--- config.mk ---
export PLATFORM = sky130hd
export DESIGN_NAME = ipv4_longest_prefix_match_top
export DESIGN_NICKNAME = d
export VERILOG_FILES = /design/src/rtl/ipv4_lpm_pkg.sv /design/src/rtl/ipv4_lpm_ram.sv /design/src/rtl/ipv4_lpm_cmp.sv /design/src/rtl/ipv4_longest_prefix_match_top.sv
export VERILOG_INCLUDE_DIRS = /design/src /design/src/rtl
export SDC_FILE = /design/constraint.sdc
export NUM_CORES = 1
export LEC_CHECK = 0
export BUFFER_PORTS_ARGS = -buffer_cell sky130_fd_sc_hd__buf_4
export CORE_MARGIN = 2
export CORE_UTILIZATION = 40
export CTS_CLUSTER_SIZE = 12
export DETAILED_ROUTE_END_ITERATION = 12
export PLACE_DENSITY = 0.64
export SLEW_MARGIN = 20
export SYNTH_ARGS = -nofsm -noshare
export SYNTH_HDL_FRONTEND = slang
export SYNTH_HIERARCHICAL = 1
export SYNTH_SLANG_ARGS = --single-unit
export TNS_END_PERCENT = 5
--- constraint.sdc ---
create_clock -name i_clk -period 6.86 [get_ports i_clk]
set_input_delay 1.372 -clock i_clk [delete_from_list [all_inputs] [get_ports i_clk]]
set_output_delay 1.372 -clock i_clk [all_outputs]
set_load 0.01 [all_outputs]
--- src/rtl/ipv4_longest_prefix_match_top_macros.svh ---
// Assertion macros for the route lookup RTL.
`ifndef IPV4_LONGEST_PREFIX_MATCH_TOP_MACROS_SVH
`define IPV4_LONGEST_PREFIX_MATCH_TOP_MACROS_SVH
`ifndef ASSERT_OFF
`define LPM_ASSERT(lbl, clk, rst_n, prop) \
    lbl: assert property (@(posedge clk) disable iff (!rst_n) prop) \
        else $error("route lookup assertion failed");
`define LPM_ASSERT_NR(lbl, clk, prop) \
    lbl: assert property (@(posedge clk) prop) \
        else $error("route lookup reset assertion failed");
`else
`define LPM_ASSERT(lbl, clk, rst_n, prop)
`define LPM_ASSERT_NR(lbl, clk, prop)
`endif
`endif

--- src/rtl/ipv4_lpm_pkg.sv ---
// Shared types, constants and prefix-length functions for the route lookup.
package ipv4_lpm_pkg;

    localparam int ENTRIES_DEF = 16;
    localparam int PORTS_DEF   = 16;

    localparam int IP_W   = 32;
    localparam int IDX_W  = 4;
    localparam int PORT_W = 4;
    localparam int LEN_W  = 6;

    localparam logic FUNC_WRITE  = 1'b0;
    localparam logic FUNC_LOOKUP = 1'b1;

    localparam logic [7:0] MASK_CODES [8] = '{
        8'd128, 8'd192, 8'd224, 8'd240, 8'd248, 8'd252, 8'd254, 8'd255
    };

    typedef struct packed {
        logic              hit;
        logic [PORT_W-1:0] port;
        logic [IDX_W-1:0]  idx;
        logic [LEN_W-1:0]  len;
    } t_best;

    // A byte counts 1..8 when it is one of the contiguous mask codes, else 0.
    function automatic logic [3:0] byte_prefix(input logic [7:0] b);
        logic [3:0] n;
        n = 4'd0;
        for (int i = 0; i < 8; i++) begin
            if (b == MASK_CODES[i]) begin
                n = 4'(i + 1);
            end
        end
        return n;
    endfunction

    function automatic logic [LEN_W-1:0] mask_prefix(input logic [IP_W-1:0] m);
        return LEN_W'(byte_prefix(m[31:24])) + LEN_W'(byte_prefix(m[23:16]))
             + LEN_W'(byte_prefix(m[15:8]))  + LEN_W'(byte_prefix(m[7:0]));
    endfunction

endpackage

--- src/rtl/ipv4_lpm_ram.sv ---
// Generic single-port-write, single-port-read RAM with registered read data.
module ipv4_lpm_ram #(
    parameter int WIDTH = 8,
    parameter int DEPTH = 16,
    localparam int AW = (DEPTH > 1) ? $clog2(DEPTH) : 1
) (
    input  logic             i_clk,
    input  logic             i_we,
    input  logic [AW-1:0]    i_waddr,
    input  logic [WIDTH-1:0] i_wdata,
    input  logic [AW-1:0]    i_raddr,
    output logic [WIDTH-1:0] o_rdata
);

    logic [WIDTH-1:0] r_mem [DEPTH];
    logic [WIDTH-1:0] r_rdata;

    always_ff @(posedge i_clk) begin
        if (i_we) begin
            r_mem[i_waddr] <= i_wdata;
        end
        r_rdata <= r_mem[i_raddr];
    end

    assign o_rdata = r_rdata;

endmodule

--- src/rtl/ipv4_lpm_cmp.sv ---
// Shared match unit: tests one route per cycle while i_en is high and keeps the best so far.
module ipv4_lpm_cmp (
    input  logic                                 i_clk,
    input  logic                                 i_clr,
    input  logic                                 i_en,
    input  logic                                 i_route_valid,
    input  logic [ipv4_lpm_pkg::IP_W-1:0]        i_route_dest,
    input  logic [ipv4_lpm_pkg::IP_W-1:0]        i_route_mask,
    input  logic [ipv4_lpm_pkg::PORT_W-1:0]      i_route_port,
    input  logic [ipv4_lpm_pkg::IDX_W-1:0]       i_route_idx,
    input  logic [ipv4_lpm_pkg::IP_W-1:0]        i_addr,
    output ipv4_lpm_pkg::t_best                  o_best
);

    ipv4_lpm_pkg::t_best             r_best;
    ipv4_lpm_pkg::t_best             n_best;
    logic [ipv4_lpm_pkg::LEN_W-1:0]  len;
    logic                            match;

    assign len   = ipv4_lpm_pkg::mask_prefix(i_route_mask);
    assign match = i_route_valid
                && ((i_route_dest & i_route_mask) == (i_addr & i_route_mask));

    always_comb begin
        n_best = r_best;
        if (i_clr) begin
            n_best = '0;
        end else if (i_en && match && (!r_best.hit || (len > r_best.len))) begin
            n_best.hit  = 1'b1;
            n_best.port = i_route_port;
            n_best.idx  = i_route_idx;
            n_best.len  = len;
        end
    end

    always_ff @(posedge i_clk) begin
        r_best <= n_best;
    end

    assign o_best = r_best;

endmodule

--- src/rtl/ipv4_longest_prefix_match_top.sv ---
// Top level of the IPv4 longest-prefix-match route lookup.
//
// One command channel: a word is taken when i_start is high and o_busy is low.
// i_func selects the command. A write (func 0) loads the route in slot
// i_entry_index from i_entry_dest, i_entry_mask, i_entry_port and
// i_entry_valid in the accepting cycle; it gives no result and o_busy stays low.
// A write to a slot not below ENTRIES, or with a port not below PORTS, is dropped.
// A lookup (func 1) scans the table one slot per cycle through the route RAM
// and the shared match unit: ST_SCAN reads the route RAM, ST_LAST takes
// the last registered read into the match unit, and in ST_DONE the result
// shows on o_hit, o_out_port, o_match_index and o_prefix_len, marked by o_done
// for one cycle; o_busy is high from the cycle after acceptance through the
// o_done cycle, so the next word can be taken once the sequencer has returned
// to idle.
// The receiver cannot stall; results must be taken in the o_done cycle.
// On a tie the lowest slot wins; on a miss o_hit is low and the other result
// fields are zero.
// Reset (synchronous, active low) clears all route valid bits and returns the
// sequencer to idle; route contents stay undefined until written.
`include "ipv4_longest_prefix_match_top_macros.svh"
module ipv4_longest_prefix_match_top #(
    parameter int ENTRIES = ipv4_lpm_pkg::ENTRIES_DEF,
    parameter int PORTS   = ipv4_lpm_pkg::PORTS_DEF
) (
    input  logic                               i_clk,
    input  logic                               i_rst_n,
    input  logic                               i_start,
    output logic                               o_busy,
    input  logic                               i_func,
    input  logic [ipv4_lpm_pkg::IDX_W-1:0]     i_entry_index,
    input  logic [ipv4_lpm_pkg::IP_W-1:0]      i_entry_dest,
    input  logic [ipv4_lpm_pkg::IP_W-1:0]      i_entry_mask,
    input  logic [ipv4_lpm_pkg::PORT_W-1:0]    i_entry_port,
    input  logic                               i_entry_valid,
    input  logic [ipv4_lpm_pkg::IP_W-1:0]      i_lookup_addr,
    output logic                               o_done,
    output logic                               o_hit,
    output logic [ipv4_lpm_pkg::PORT_W-1:0]    o_out_port,
    output logic [ipv4_lpm_pkg::IDX_W-1:0]     o_match_index,
    output logic [ipv4_lpm_pkg::LEN_W-1:0]     o_prefix_len
);

    localparam int AW     = (ENTRIES > 1) ? $clog2(ENTRIES) : 1;
    localparam int WORD_W = 2 * ipv4_lpm_pkg::IP_W + ipv4_lpm_pkg::PORT_W;

    typedef enum logic [3:0] {
        ST_IDLE = 4'b0001,
        ST_SCAN = 4'b0010,
        ST_LAST = 4'b0100,
        ST_DONE = 4'b1000
    } t_state;

    t_state                            r_state, n_state;
    logic [AW-1:0]                     r_cnt, n_cnt;
    logic [AW-1:0]                     r_cmp_idx;
    logic                              r_cmp_en;
    logic                              r_cmp_valid;
    logic [ENTRIES-1:0]                r_valid;
    logic [ipv4_lpm_pkg::IP_W-1:0]     r_addr;

    logic                              accept;
    logic                              wr_ok;
    logic                              we;
    logic                              lookup_go;
    logic [AW-1:0]                     waddr;
    logic [WORD_W-1:0]                 wdata;
    logic [WORD_W-1:0]                 rdata;
    ipv4_lpm_pkg::t_best               best;

    assign accept    = i_start && (r_state == ST_IDLE);
    assign wr_ok     = (32'(i_entry_index) < ENTRIES) && (32'(i_entry_port) < PORTS);
    assign we        = accept && (i_func == ipv4_lpm_pkg::FUNC_WRITE) && wr_ok;
    assign lookup_go = accept && (i_func == ipv4_lpm_pkg::FUNC_LOOKUP);
    assign waddr     = AW'(i_entry_index);
    assign wdata     = {i_entry_dest, i_entry_mask, i_entry_port};

    always_comb begin
        n_state = r_state;
        n_cnt   = r_cnt;
        case (r_state)
            ST_IDLE: begin
                n_cnt = '0;
                if (lookup_go) begin
                    n_state = ST_SCAN;
                end
            end
            ST_SCAN: begin
                if (r_cnt == AW'(ENTRIES - 1)) begin
                    n_state = ST_LAST;
                end else begin
                    n_cnt = r_cnt + 1'b1;
                end
            end
            ST_LAST: n_state = ST_DONE;
            ST_DONE: n_state = ST_IDLE;
            default: n_state = ST_IDLE;
        endcase
    end

    always_ff @(posedge i_clk) begin
        if (!i_rst_n) begin
            r_state  <= ST_IDLE;
            r_cnt    <= '0;
            r_cmp_en <= 1'b0;
            r_valid  <= '0;
        end else begin
            r_state  <= n_state;
            r_cnt    <= n_cnt;
            r_cmp_en <= (r_state == ST_SCAN);
            if (we) begin
                r_valid[waddr] <= i_entry_valid;
            end
        end
    end

    // The compare index and valid bit are registered from r_cnt, in step with the registered RAM read data.
    always_ff @(posedge i_clk) begin
        r_cmp_idx   <= r_cnt;
        r_cmp_valid <= r_valid[r_cnt];
        if (lookup_go) begin
            r_addr <= i_lookup_addr;
        end
    end

    ipv4_lpm_ram #(
        .WIDTH (WORD_W),
        .DEPTH (ENTRIES)
    ) u_route_ram (
        .i_clk   (i_clk),
        .i_we    (we),
        .i_waddr (waddr),
        .i_wdata (wdata),
        .i_raddr (r_cnt),
        .o_rdata (rdata)
    );

    ipv4_lpm_cmp u_cmp (
        .i_clk         (i_clk),
        .i_clr         (lookup_go),
        .i_en          (r_cmp_en),
        .i_route_valid (r_cmp_valid),
        .i_route_dest  (rdata[WORD_W-1 -: ipv4_lpm_pkg::IP_W]),
        .i_route_mask  (rdata[ipv4_lpm_pkg::PORT_W +: ipv4_lpm_pkg::IP_W]),
        .i_route_port  (rdata[ipv4_lpm_pkg::PORT_W-1:0]),
        .i_route_idx   (ipv4_lpm_pkg::IDX_W'(r_cmp_idx)),
        .i_addr        (r_addr),
        .o_best        (best)
    );

    assign o_busy        = (r_state != ST_IDLE);
    assign o_done        = (r_state == ST_DONE);
    assign o_hit         = best.hit;
    assign o_out_port    = best.port;
    assign o_match_index = best.idx;
    assign o_prefix_len  = best.len;

    `LPM_ASSERT(a_done_single, i_clk, i_rst_n, o_done |=> !o_done)
    `LPM_ASSERT(a_miss_zero, i_clk, i_rst_n,
        (o_done && !o_hit) |-> (o_out_port == '0 && o_match_index == '0 && o_prefix_len == '0))
    `LPM_ASSERT(a_len_range, i_clk, i_rst_n, o_done |-> (o_prefix_len <= 6'd32))
    `LPM_ASSERT(a_latency, i_clk, i_rst_n,
        (i_start && !o_busy && i_func) |-> ##(ENTRIES + 2) o_done)
    `LPM_ASSERT_NR(a_reset_quiet, i_clk, !i_rst_n |=> !o_done)

endmodule
# Yosys cells after proc, flatten, opt, wreduce, memory -nomap -nowiden
# Memories as Yosys holds them, arrays and structs flattened. A register that Yosys moved wholly into a read port is not among the register bits.
# Cells that the tools add are included.
# classes
order_cmp	4
reduce_logical	12
n_addsub	4
n_mux	44
eq_ne	42
n_bitwise	3
# ops
operator	n
$eq A8 B8 Y1 const B	32
$and A32 B32 Y32	2
$mux W3	16
$eq A32 B32 Y1	1
$mux W4	7
$bwmux W16	1
$mux W2	8
$add A6 B4 Y6	2
$pmux W4 S3	1
$lt A4 B5 Y1 const B	2
$eq A4 B4 Y1 const B	2
$mux W1	8
$pmux W4 S2	1
$logic_and A1 B1 Y1	7
$gt A6 B6 Y1	1
$ne A2 B2 Y1 const B	3
$add A4 B4 Y5	1
$add A4 B1 Y4 const B	1
$bmux W1 S4	1
$demux W1 S4	1
$eq A4 B1 Y1 const B	1
$eq A4 B2 Y1 const B	1
$eq A4 B3 Y1 const B	1
$ge A4 B1 Y1 const B	1
other kinds (6)	7
# word_totals
mem_count	1
ram_bits	1088
wordCells	121
in_bits	109
reg_bits	77
# memory_table
memory	words	word_bits	read_ports	rd_clocked_by_memory_dff	wr	line_no	text
u_route_ram.r_mem	16	68	1	1	1	ipv4_lpm_ram.sv:15	logic [WIDTH-1:0] r_mem [DEPTH];

# Longest topological paths before layout
# Gate-level depths: netlist of run 1.
# depth
depth_word	15
ltp_mapped	21

# Modules after synthesis
# Netlist of run 1, hierarchy kept.
# by_module_without_submodules
module	seq_area_each_um2	n_inst	cells_per_inst	area_per_inst_um2
ipv4_lpm_ram	34032.6	1	1750	41980.3
ipv4_longest_prefix_match_top	1561.5	1	180	2368.5
ipv4_lpm_cmp	300.3	1	252	1919.3

# Worst setup path before layout of run 1
# OpenSTA, ideal clock, no wires.
# synth_timing
path_kind	in2reg
startpoint	input i_func
endpoint	memory u_route_ram/r_mem[0][0] in the netlist's numbering (enable)
cell_stages	3
n_path_buf	0
slack_ns	-0.538
arrival_time_ns	6.820
setup_ns	0.578
path_cell_list	nor3b_1 or3b_2 nor3_1
# synth_between
elab_chain_len	4
# synth_lines
element	line_no	text
start, declared	ipv4_longest_prefix_match_top.sv:29	input logic i_func,
$not A1 Y1	ipv4_longest_prefix_match_top.sv:72	assign we = accept && (i_func == ipv4_lpm_pkg::FUNC_WRITE) && wr_ok;
$logic_and A1 B1 Y1	ipv4_longest_prefix_match_top.sv:72	
$mux W1	ipv4_lpm_ram.sv:19	if (i_we) begin
$mux W1 (implied by the code)	ipv4_lpm_ram.sv:20	r_mem[i_waddr] <= i_wdata;
end, declared	ipv4_lpm_ram.sv:15	
# No other way between the ends.

# Final worst setup path of run 1
# layout_timing
startpoint	register u_route_ram.r_rdata[20] (netlist: u_route_ram/o_rdata[20]) (read register of u_route_ram.r_mem)
endpoint	register u_cmp.r_best (netlist bit u_cmp/o_best[12])
# layout_between
elab_chain_len	15
word_cells_on_any_way	27
# layout_lines
element	line_no	text
start, declared	ipv4_lpm_ram.sv:16	logic [WIDTH-1:0] r_rdata;
$eq A8 B8 Y1	ipv4_lpm_pkg.sv:31	if (b == MASK_CODES[i]) begin
$mux W1	ipv4_lpm_pkg.sv:31	
$mux W2 (2 in series)	ipv4_lpm_pkg.sv:31	
$mux W3 (4 in series)	ipv4_lpm_pkg.sv:31	
$mux W4 (*)	ipv4_lpm_pkg.sv:31	
$add A4 B4 Y5 (*)	ipv4_lpm_pkg.sv:39	return LEN_W'(byte_prefix(m[31:24])) + LEN_W'(byte_prefix(m[23:16]))
$add A6 B4 Y6 (*) (2 in series)	ipv4_lpm_pkg.sv:40	+ LEN_W'(byte_prefix(m[15:8])) + LEN_W'(byte_prefix(m[7:0]));
net u_cmp.len (one bit)	ipv4_lpm_cmp.sv:17	logic [ipv4_lpm_pkg::LEN_W-1:0] len;
$gt A6 B6 Y1 (*)	ipv4_lpm_cmp.sv:28	end else if (i_en && match && (!r_best.hit || (len > r_best.len))) begin
$logic_or A1 B1 Y1 (*)	ipv4_lpm_cmp.sv:28	
$logic_and A1 B1 Y1 (*)	ipv4_lpm_cmp.sv:28	
end signal, assigned	ipv4_lpm_cmp.sv:37	r_best <= n_best;
end, declared	ipv4_lpm_cmp.sv:15	ipv4_lpm_pkg::t_best r_best;
# Mark *: on every way through the listed nets, which the timed path passes. The rest lies on a longest branch.
# A chain may end at the register's enable or synchronous reset.

==> results.cfg, run 1 <==
[outcome]
status = complete, no violations

[yosys]
synthesis.nets = 2311
yosysWarnings = 6
syn_area_per_cell_um2 = 21.2
async_reset_ff_frac = 0
synth_edf_count = 1120
synth-seq-cells = 1233
synth_flop_cell = edfxtp_1
synth.top_cell.area_share = 0.727
synth_area_leader_cell = edfxtp_1
netlist_area_um2 = 46300
synth_area_leaders = edfxtp_1 73%, mux4_2 13%, dfxtp_1 4.9%
syn_inst = 2182
synth.distinct_cells = 58
yosysSeqAreaShare = 0.776

[cts]
root_buffer = clkbuf_16
cts_buffers = 131
cts_resized = 0
cts.sinks = 1233
clk_latency_ns = 0.73
cts_tree = done
cts.htree.levels = 4
hold_buffers = 0
cts_post_setup_buffers_inserted = 0
clock_path_buffers = 3
clkTransAtPathRegs_ns = 0.06

[timing]
setup_viol = 0
maxSlewViolCount = 0
tightest_slew_ns = 1.08
max_freq_mhz = 199
period_needed_ns = 5.04
final.period_utilization = 0.734
whs_ns = 0.461
finalHoldViolations = 0
rsz0062_at_grt = no
relSlewSlack = 0.280
skew_ns = 0.0248

[worst_setup_path]
path_class = reg2reg
path_max_fanout = 12
slowest_delay_ns = 0.80
crit_required_ns = 7.50
worst-path-buf-inv = 1
end_kind = flip-flop
worst_ep_arrival_time_ns = 5.68
slowest_stage = o211ai_1
path_delay_family = compound AO/OA/AOI/OAI gates
timing.rr.start = u_route_ram/o_rdata[20]
crit_start = u_route_ram/o_rdata[20]
worstPathCellList = nor3_1 -> o211ai_1 -> a21oi_1 -> o21ai_0 -> fa_1 -> inv_1 -> fa_1 -> ha_1 -> fa_1 -> a21o_1 -> a21o_1 -> ha_1 -> nand3_1 -> a21oi_1 -> o211ai_1 -> o21ai_0 -> a21oi_1
cp-start-kind = flip-flop

[routing]
wl_per_cell_um = 27.1
vias = 22700
drt_wl_total_mm = 108
vias_per_cell = 5.68
antenna_left = 0
drt_iter0_drc = 2489
firstDrtPassIters = 5
drc = 0

[floorplanning]
die_y_um = 344
fp.dieW_um = 344
dieArea_um2 = 118000
ioPinCount = 126
core_um2 = 115000
start_util = 0.404
num_rows = 124

[hold_path]
min_path_type = reg2reg
hold_start = r_valid[3]

[power_and_ir_drop]
power_mw = 15.2
powerDensity_nw_per_um2 = 285
leakagePower_nw = 16.7
max-vdd-ir-drop_mv = 0.183

[layout]
final_core_util = 0.465
final_nets = 2509
drive_above_1_share = 0.259
syn_to_final_growth_pct = 15.0

[job]
drv_cap = 0

[global_route]
grt_usage = 0.183
grt_pass1_vias = 23000
antenna_found_initial = 4
grt-ovfl-total = 0
grt_max_degree = 122
grt_pass1_wl_mm = 157

[placed_design]
place_congestion = 0.922
dpl.hpwl_mm = 60.5
portBuffers = 125
-- logic make-up (layout without fill, tap and decap cells) --
group	Yosys count	in the layout	share of synthesized area
AO/OA/AOI/OAI	223	223	0.0338
AND/OR/NAND/NOR	246	246	0.0267
XOR/XNOR	37	37	0.00700
buffers and inverters	130	425	0.0125
adder cells (fa/ha/maj)	20	20	0.00671
other	0	1	0
flip-flops	1233	1233	0.776
multiplexers	293	293	0.137
-- sequential cells by signal (all words and copies together), names as in the netlist, 4 cells and up --
name and count:
r_cnt 4, u_route_ram/o_rdata 68, u_route_ram/r_mem 1088, r_state 4, r_valid 16, r_cmp_idx 4
u_cmp/o_best 15, r_addr 32
-- worst register-to-register path: cells and delay by family (launching register included) --
family | cells | cell delay [ns]
DFF | 1 | 0.37
AOI/OAI and AO/OA | 9 | 2.18
adders and majority gates | 5 | 1.82
and+or+nand+nor | 2 | 0.48
buffers and inverters | 1 | 0.09
-- power breakdown --
part | internal, mW | switching (mW) | total, mW
Combinational | 0.0727 | 0.178 | 0.251
Clock | 3.80 | 2.84 | 6.63
Sequential | 8.25 | 0.0223 | 8.27
-- final cells by class --
type / count / area [um2]
diodes: 1 / 2.50
clock buffers: 191 / 3650
clock inverters: 39 / 405
fillers: 9362 / 61300
inverters: 23 / 86.3
multi-input cells: 819 / 9940
flip-flops and latches: 1233 / 35900
well taps: 1512 / 1890
repair buffers: 172 / 1350
-- stage by stage --
step	TNS, ns	setup slack [ns]	instance area, um2	cells
after floorplan	-44.20	-0.222	46300	2182
after global placement	0	2.31	49200	3758
after detailed placement	0	2.00	49200	3759
after CTS	0	1.99	53200	3989
after global routing	0	1.52	53200	3989
final	0	1.82	53200	3990
-- path summary, 6_finish.rpt --
path | endpoint | slack (ns) | cells after the start
max | u_cmp/o_best[12] | 1.82 | 17
min | r_valid[3] | 0.46 | 2
max reg2reg | u_cmp/o_best[12] | 1.82 | 17
min reg2reg | r_valid[3] | 0.46 | 2
-- synth_stat cells, types with 3 or more instances --
cell type	count
a22oi_1	151
or3_1	4
and3_1	3
nor4_1	7
nor2_1	38
nor4b_1	4
dfxtp_1	113
and4_1	4
nand4_1	18
o21ai_1	9
buf_1	5
o21ai_0	12
mux2i_1	19
nand3_1	22
clkbuf_1	62
nand3b_1	5
buf_4	8
mux4_2	274
nor3_1	11
a21o_1	4
edfxtp_1	1120
fa_1	8
a21oi_1	27
o211ai_1	4
and4b_1	3
nor3b_1	4
nor2b_1	7
xor2_1	33
xnor2_1	4
buf_2	29
inv_1	22
nand2b_1	4
nand2_1	98
ha_1	12
-- layer usage --
| layer | routed length (um) | track usage |
|---|---|---|
| met5 | 46 | 0 |
| met4 | 2290 | 0.0524 |
| met3 | 8390 | 0.0363 |
| met2 | 51100 | 0.286 |
| met1 | 46300 | 0.262 |
-- cells in the final DEF (no fill, tap or decap), types with 5 or more instances in the layout --
cell type | synthesis | layout
a21oi_1 | 27 | 27
a22oi_1 | 151 | 151
buf_4 | 8 | 167
clkbuf_1 | 62 | 48
clkbuf_16 | 0 | 133
clkbuf_8 | 0 | 10
clkinv_1 | 0 | 15
clkinv_2 | 0 | 5
dfxtp_1 | 113 | 111
edfxtp_1 | 1120 | 1120
fa_1 | 8 | 8
ha_1 | 12 | 12
inv_1 | 22 | 22
mux2i_1 | 19 | 19
mux4_2 | 274 | 274
nand2_1 | 98 | 98
nand3_1 | 22 | 22
nand3b_1 | 5 | 5
nand4_1 | 18 | 18
nor2_1 | 38 | 24
nor2_4 | 0 | 14
nor2b_1 | 7 | 5
nor3_1 | 11 | 7
nor4_1 | 7 | 7
o21ai_0 | 12 | 12
o21ai_1 | 9 | 9
xor2_1 | 33 | 33
No activity file was read; power rests on OpenSTA's default activity.
==> run 2: changes to the inputs <==
Clock period 6.86 ns to 4.3 ns, I/O delays scaled along.
==> run 2 against run 1 <==
Effect of this change: clock power up 60%; final area up 1.6%; non-clock buffer count up 51; cell count up 1.5%; first-iteration DRC count up 0.88%; register-to-register slack worse by 1.8 ns; core utilization up 0.76 points; largest power group unchanged; largest cell class unchanged; critical endpoint unchanged; die area unchanged.
==> results.cfg, run 2 (same netlist as run 1, synthesis figures left out) <==
[routing]
drt_iter0_drc = 2511
firstDrtPassIters = 7
drt_wl_total_mm = 113
wl_per_cell_um = 27.8
vias_per_cell = 5.71
drc = 0
vias = 23100
antenna_left = 0

[worst_setup_path]
path_class = reg2reg
slowest_delay_ns = 0.48
slowest_stage = fa_1
rrSetupSlack_ns = 0.0001
cp-start-kind = flip-flop
critPathCapture = u_cmp/o_best[12]
ff2ff_path_depth = 18
path_depth = 18
end_kind = flip-flop
worstReg2RegEnd = u_cmp/o_best[12]
crit_required_ns = 4.86
timing.rr.start = u_route_ram/o_rdata[26]
path_delay_family = adder cells
worstPathCellList = nand4_1 -> inv_2 -> nand3_4 -> o21ai_2 -> fa_1 -> fa_1 -> ha_2 -> fa_2 -> a21o_1 -> a21o_1 -> ha_4 -> nand3_2 -> a21oi_2 -> buf_4 -> o211ai_1 -> buf_4 -> o21ai_0 -> a21oi_1
path_max_fanout = 6
worst_ep_arrival_time_ns = 4.86
worst-path-buf-inv = 3
crit_start = u_route_ram/o_rdata[26]

[power_and_ir_drop]
max-vdd-ir-drop_mv = 0.369
power_mw = 24.2
powerDensity_nw_per_um2 = 447
leakagePower_nw = 17.0

[cts]
clock_path_buffers = 3
root_buffer = clkbuf_16
hold_buffers = 0
cts_tree = done
cts.sinks = 1233
cts.htree.levels = 4
clk_latency_ns = 0.72
cts_buffers = 132
clkTransAtPathRegs_ns = 0.06

[layout]
finalNonFillerCells = 4048
syn_to_final_growth_pct = 16.9
largest_register_ff_count = 1088
final_core_util = 0.472
fillCellCount = 9338
largest_register = u_route_ram/r_mem
drive_above_1_share = 0.288
final_cell_mix = 1120 x edfxtp_1, 274 x mux4_2, 194 x buf_4
final_nets = 2562
final_common_cell = edfxtp_1
fin_area_um2 = 54100

[timing]
max_freq_mhz = 233
relSlewSlack = 0.255
setup_tns_ns = 0
worst_slack_ns = 0.000115
maxSlewViolCount = 0
setup_viol = 0
finalHoldViolations = 0
skew_ns = 0.0235
rsz0062_at_grt = yes
period_needed_ns = 4.30
final.period_utilization = 1.00
tightest_slew_ns = 1.11
whs_ns = 0.319

[job]
drv_cap = 0

[placed_design]
place_inst = 3803
place_ws_ns = -0.299
portBuffers = 125
place_congestion = 0.883
place_area_um2 = 49800
dpl.hpwl_mm = 60.2

[global_route]
grt_pass1_wl_mm = 161
grt_usage = 0.190
grt_max_degree = 91
grt_pass1_vias = 23200
antenna_found_initial = 11
grt-ovfl-total = 0

[outcome]
status = complete, no violations

[floorplanning]
dieArea_um2 = 118000
start_util = 0.404
ioPinCount = 126
num_rows = 124
core_um2 = 115000
fp.dieW_um = 344
die_y_um = 344

[hold_path]
min_path_type = in2reg
[run 2: cell types whose count changed in the layout (fill, tap and decap cells not counted), sizes merged]
cell	before	now
buf	172	223
clkbuf	191	198
clkinv	28	26
bufinv	2	3
clkinvlp	2	1
diode	1	2
o21a	2	3
[run 2: worst min path at each step]
stage | startpoint | to | depth (start not counted)
after floorplan | r_cnt[1] | r_cmp_idx[1] | 0
after global placement | r_cmp_idx[1] | u_cmp/o_best[7] | 2
after detailed placement | u_route_ram/o_rdata[1] | u_cmp/o_best[11] | 2
after CTS | i_lookup_addr[28] | r_addr[28] | 1
after global routing | i_lookup_addr[28] | r_addr[28] | 1
final | i_lookup_addr[28] | r_addr[28] | 1
[run 2: area by class of cell]
type / count / area (um2) / area share
flip-flops and latches: 1233 / 35900 / 0.664
multi-input cells: 820 / 10100 / 0.187
clock buffers: 198 / 3700 / 0.0685
repair buffers: 223 / 2040 / 0.0377
well taps: 1512 / 1890 / 0.0350
clock inverters: 37 / 347 / 0.00641
inverters: 23 / 86.3 / 0.00160
diodes: 2 / 5.00 / 0.0000925
[run 2: metal layers]
layer	routed length, um	GRT usage	share of wire	vias up
li1	-	-	-	9618
met1	47400	0.274	0.42	12300
met2	53100	0.295	0.47	1018
met3	9540	0.0398	0.085	170
met4	2510	0.0526	0.022	12
met5	79	0	0.00070	-
[run 2: what timing repair did]
| item | CTS | global route |
|---|---|---|
| cloned | 2 | 0 |
| pin swaps | 11 | 15 |
| endpoints found under the setup margin | 14 | 14 |
| gates resized for setup | 15 | 34 |
| buffers inserted | 4 | 2 |
[run 2: power breakdown]
part           internal, mW  switching [mW]
sequential             13.2          0.0319
clock                  6.16            4.44
combinational         0.124           0.291
total                  19.4            4.77
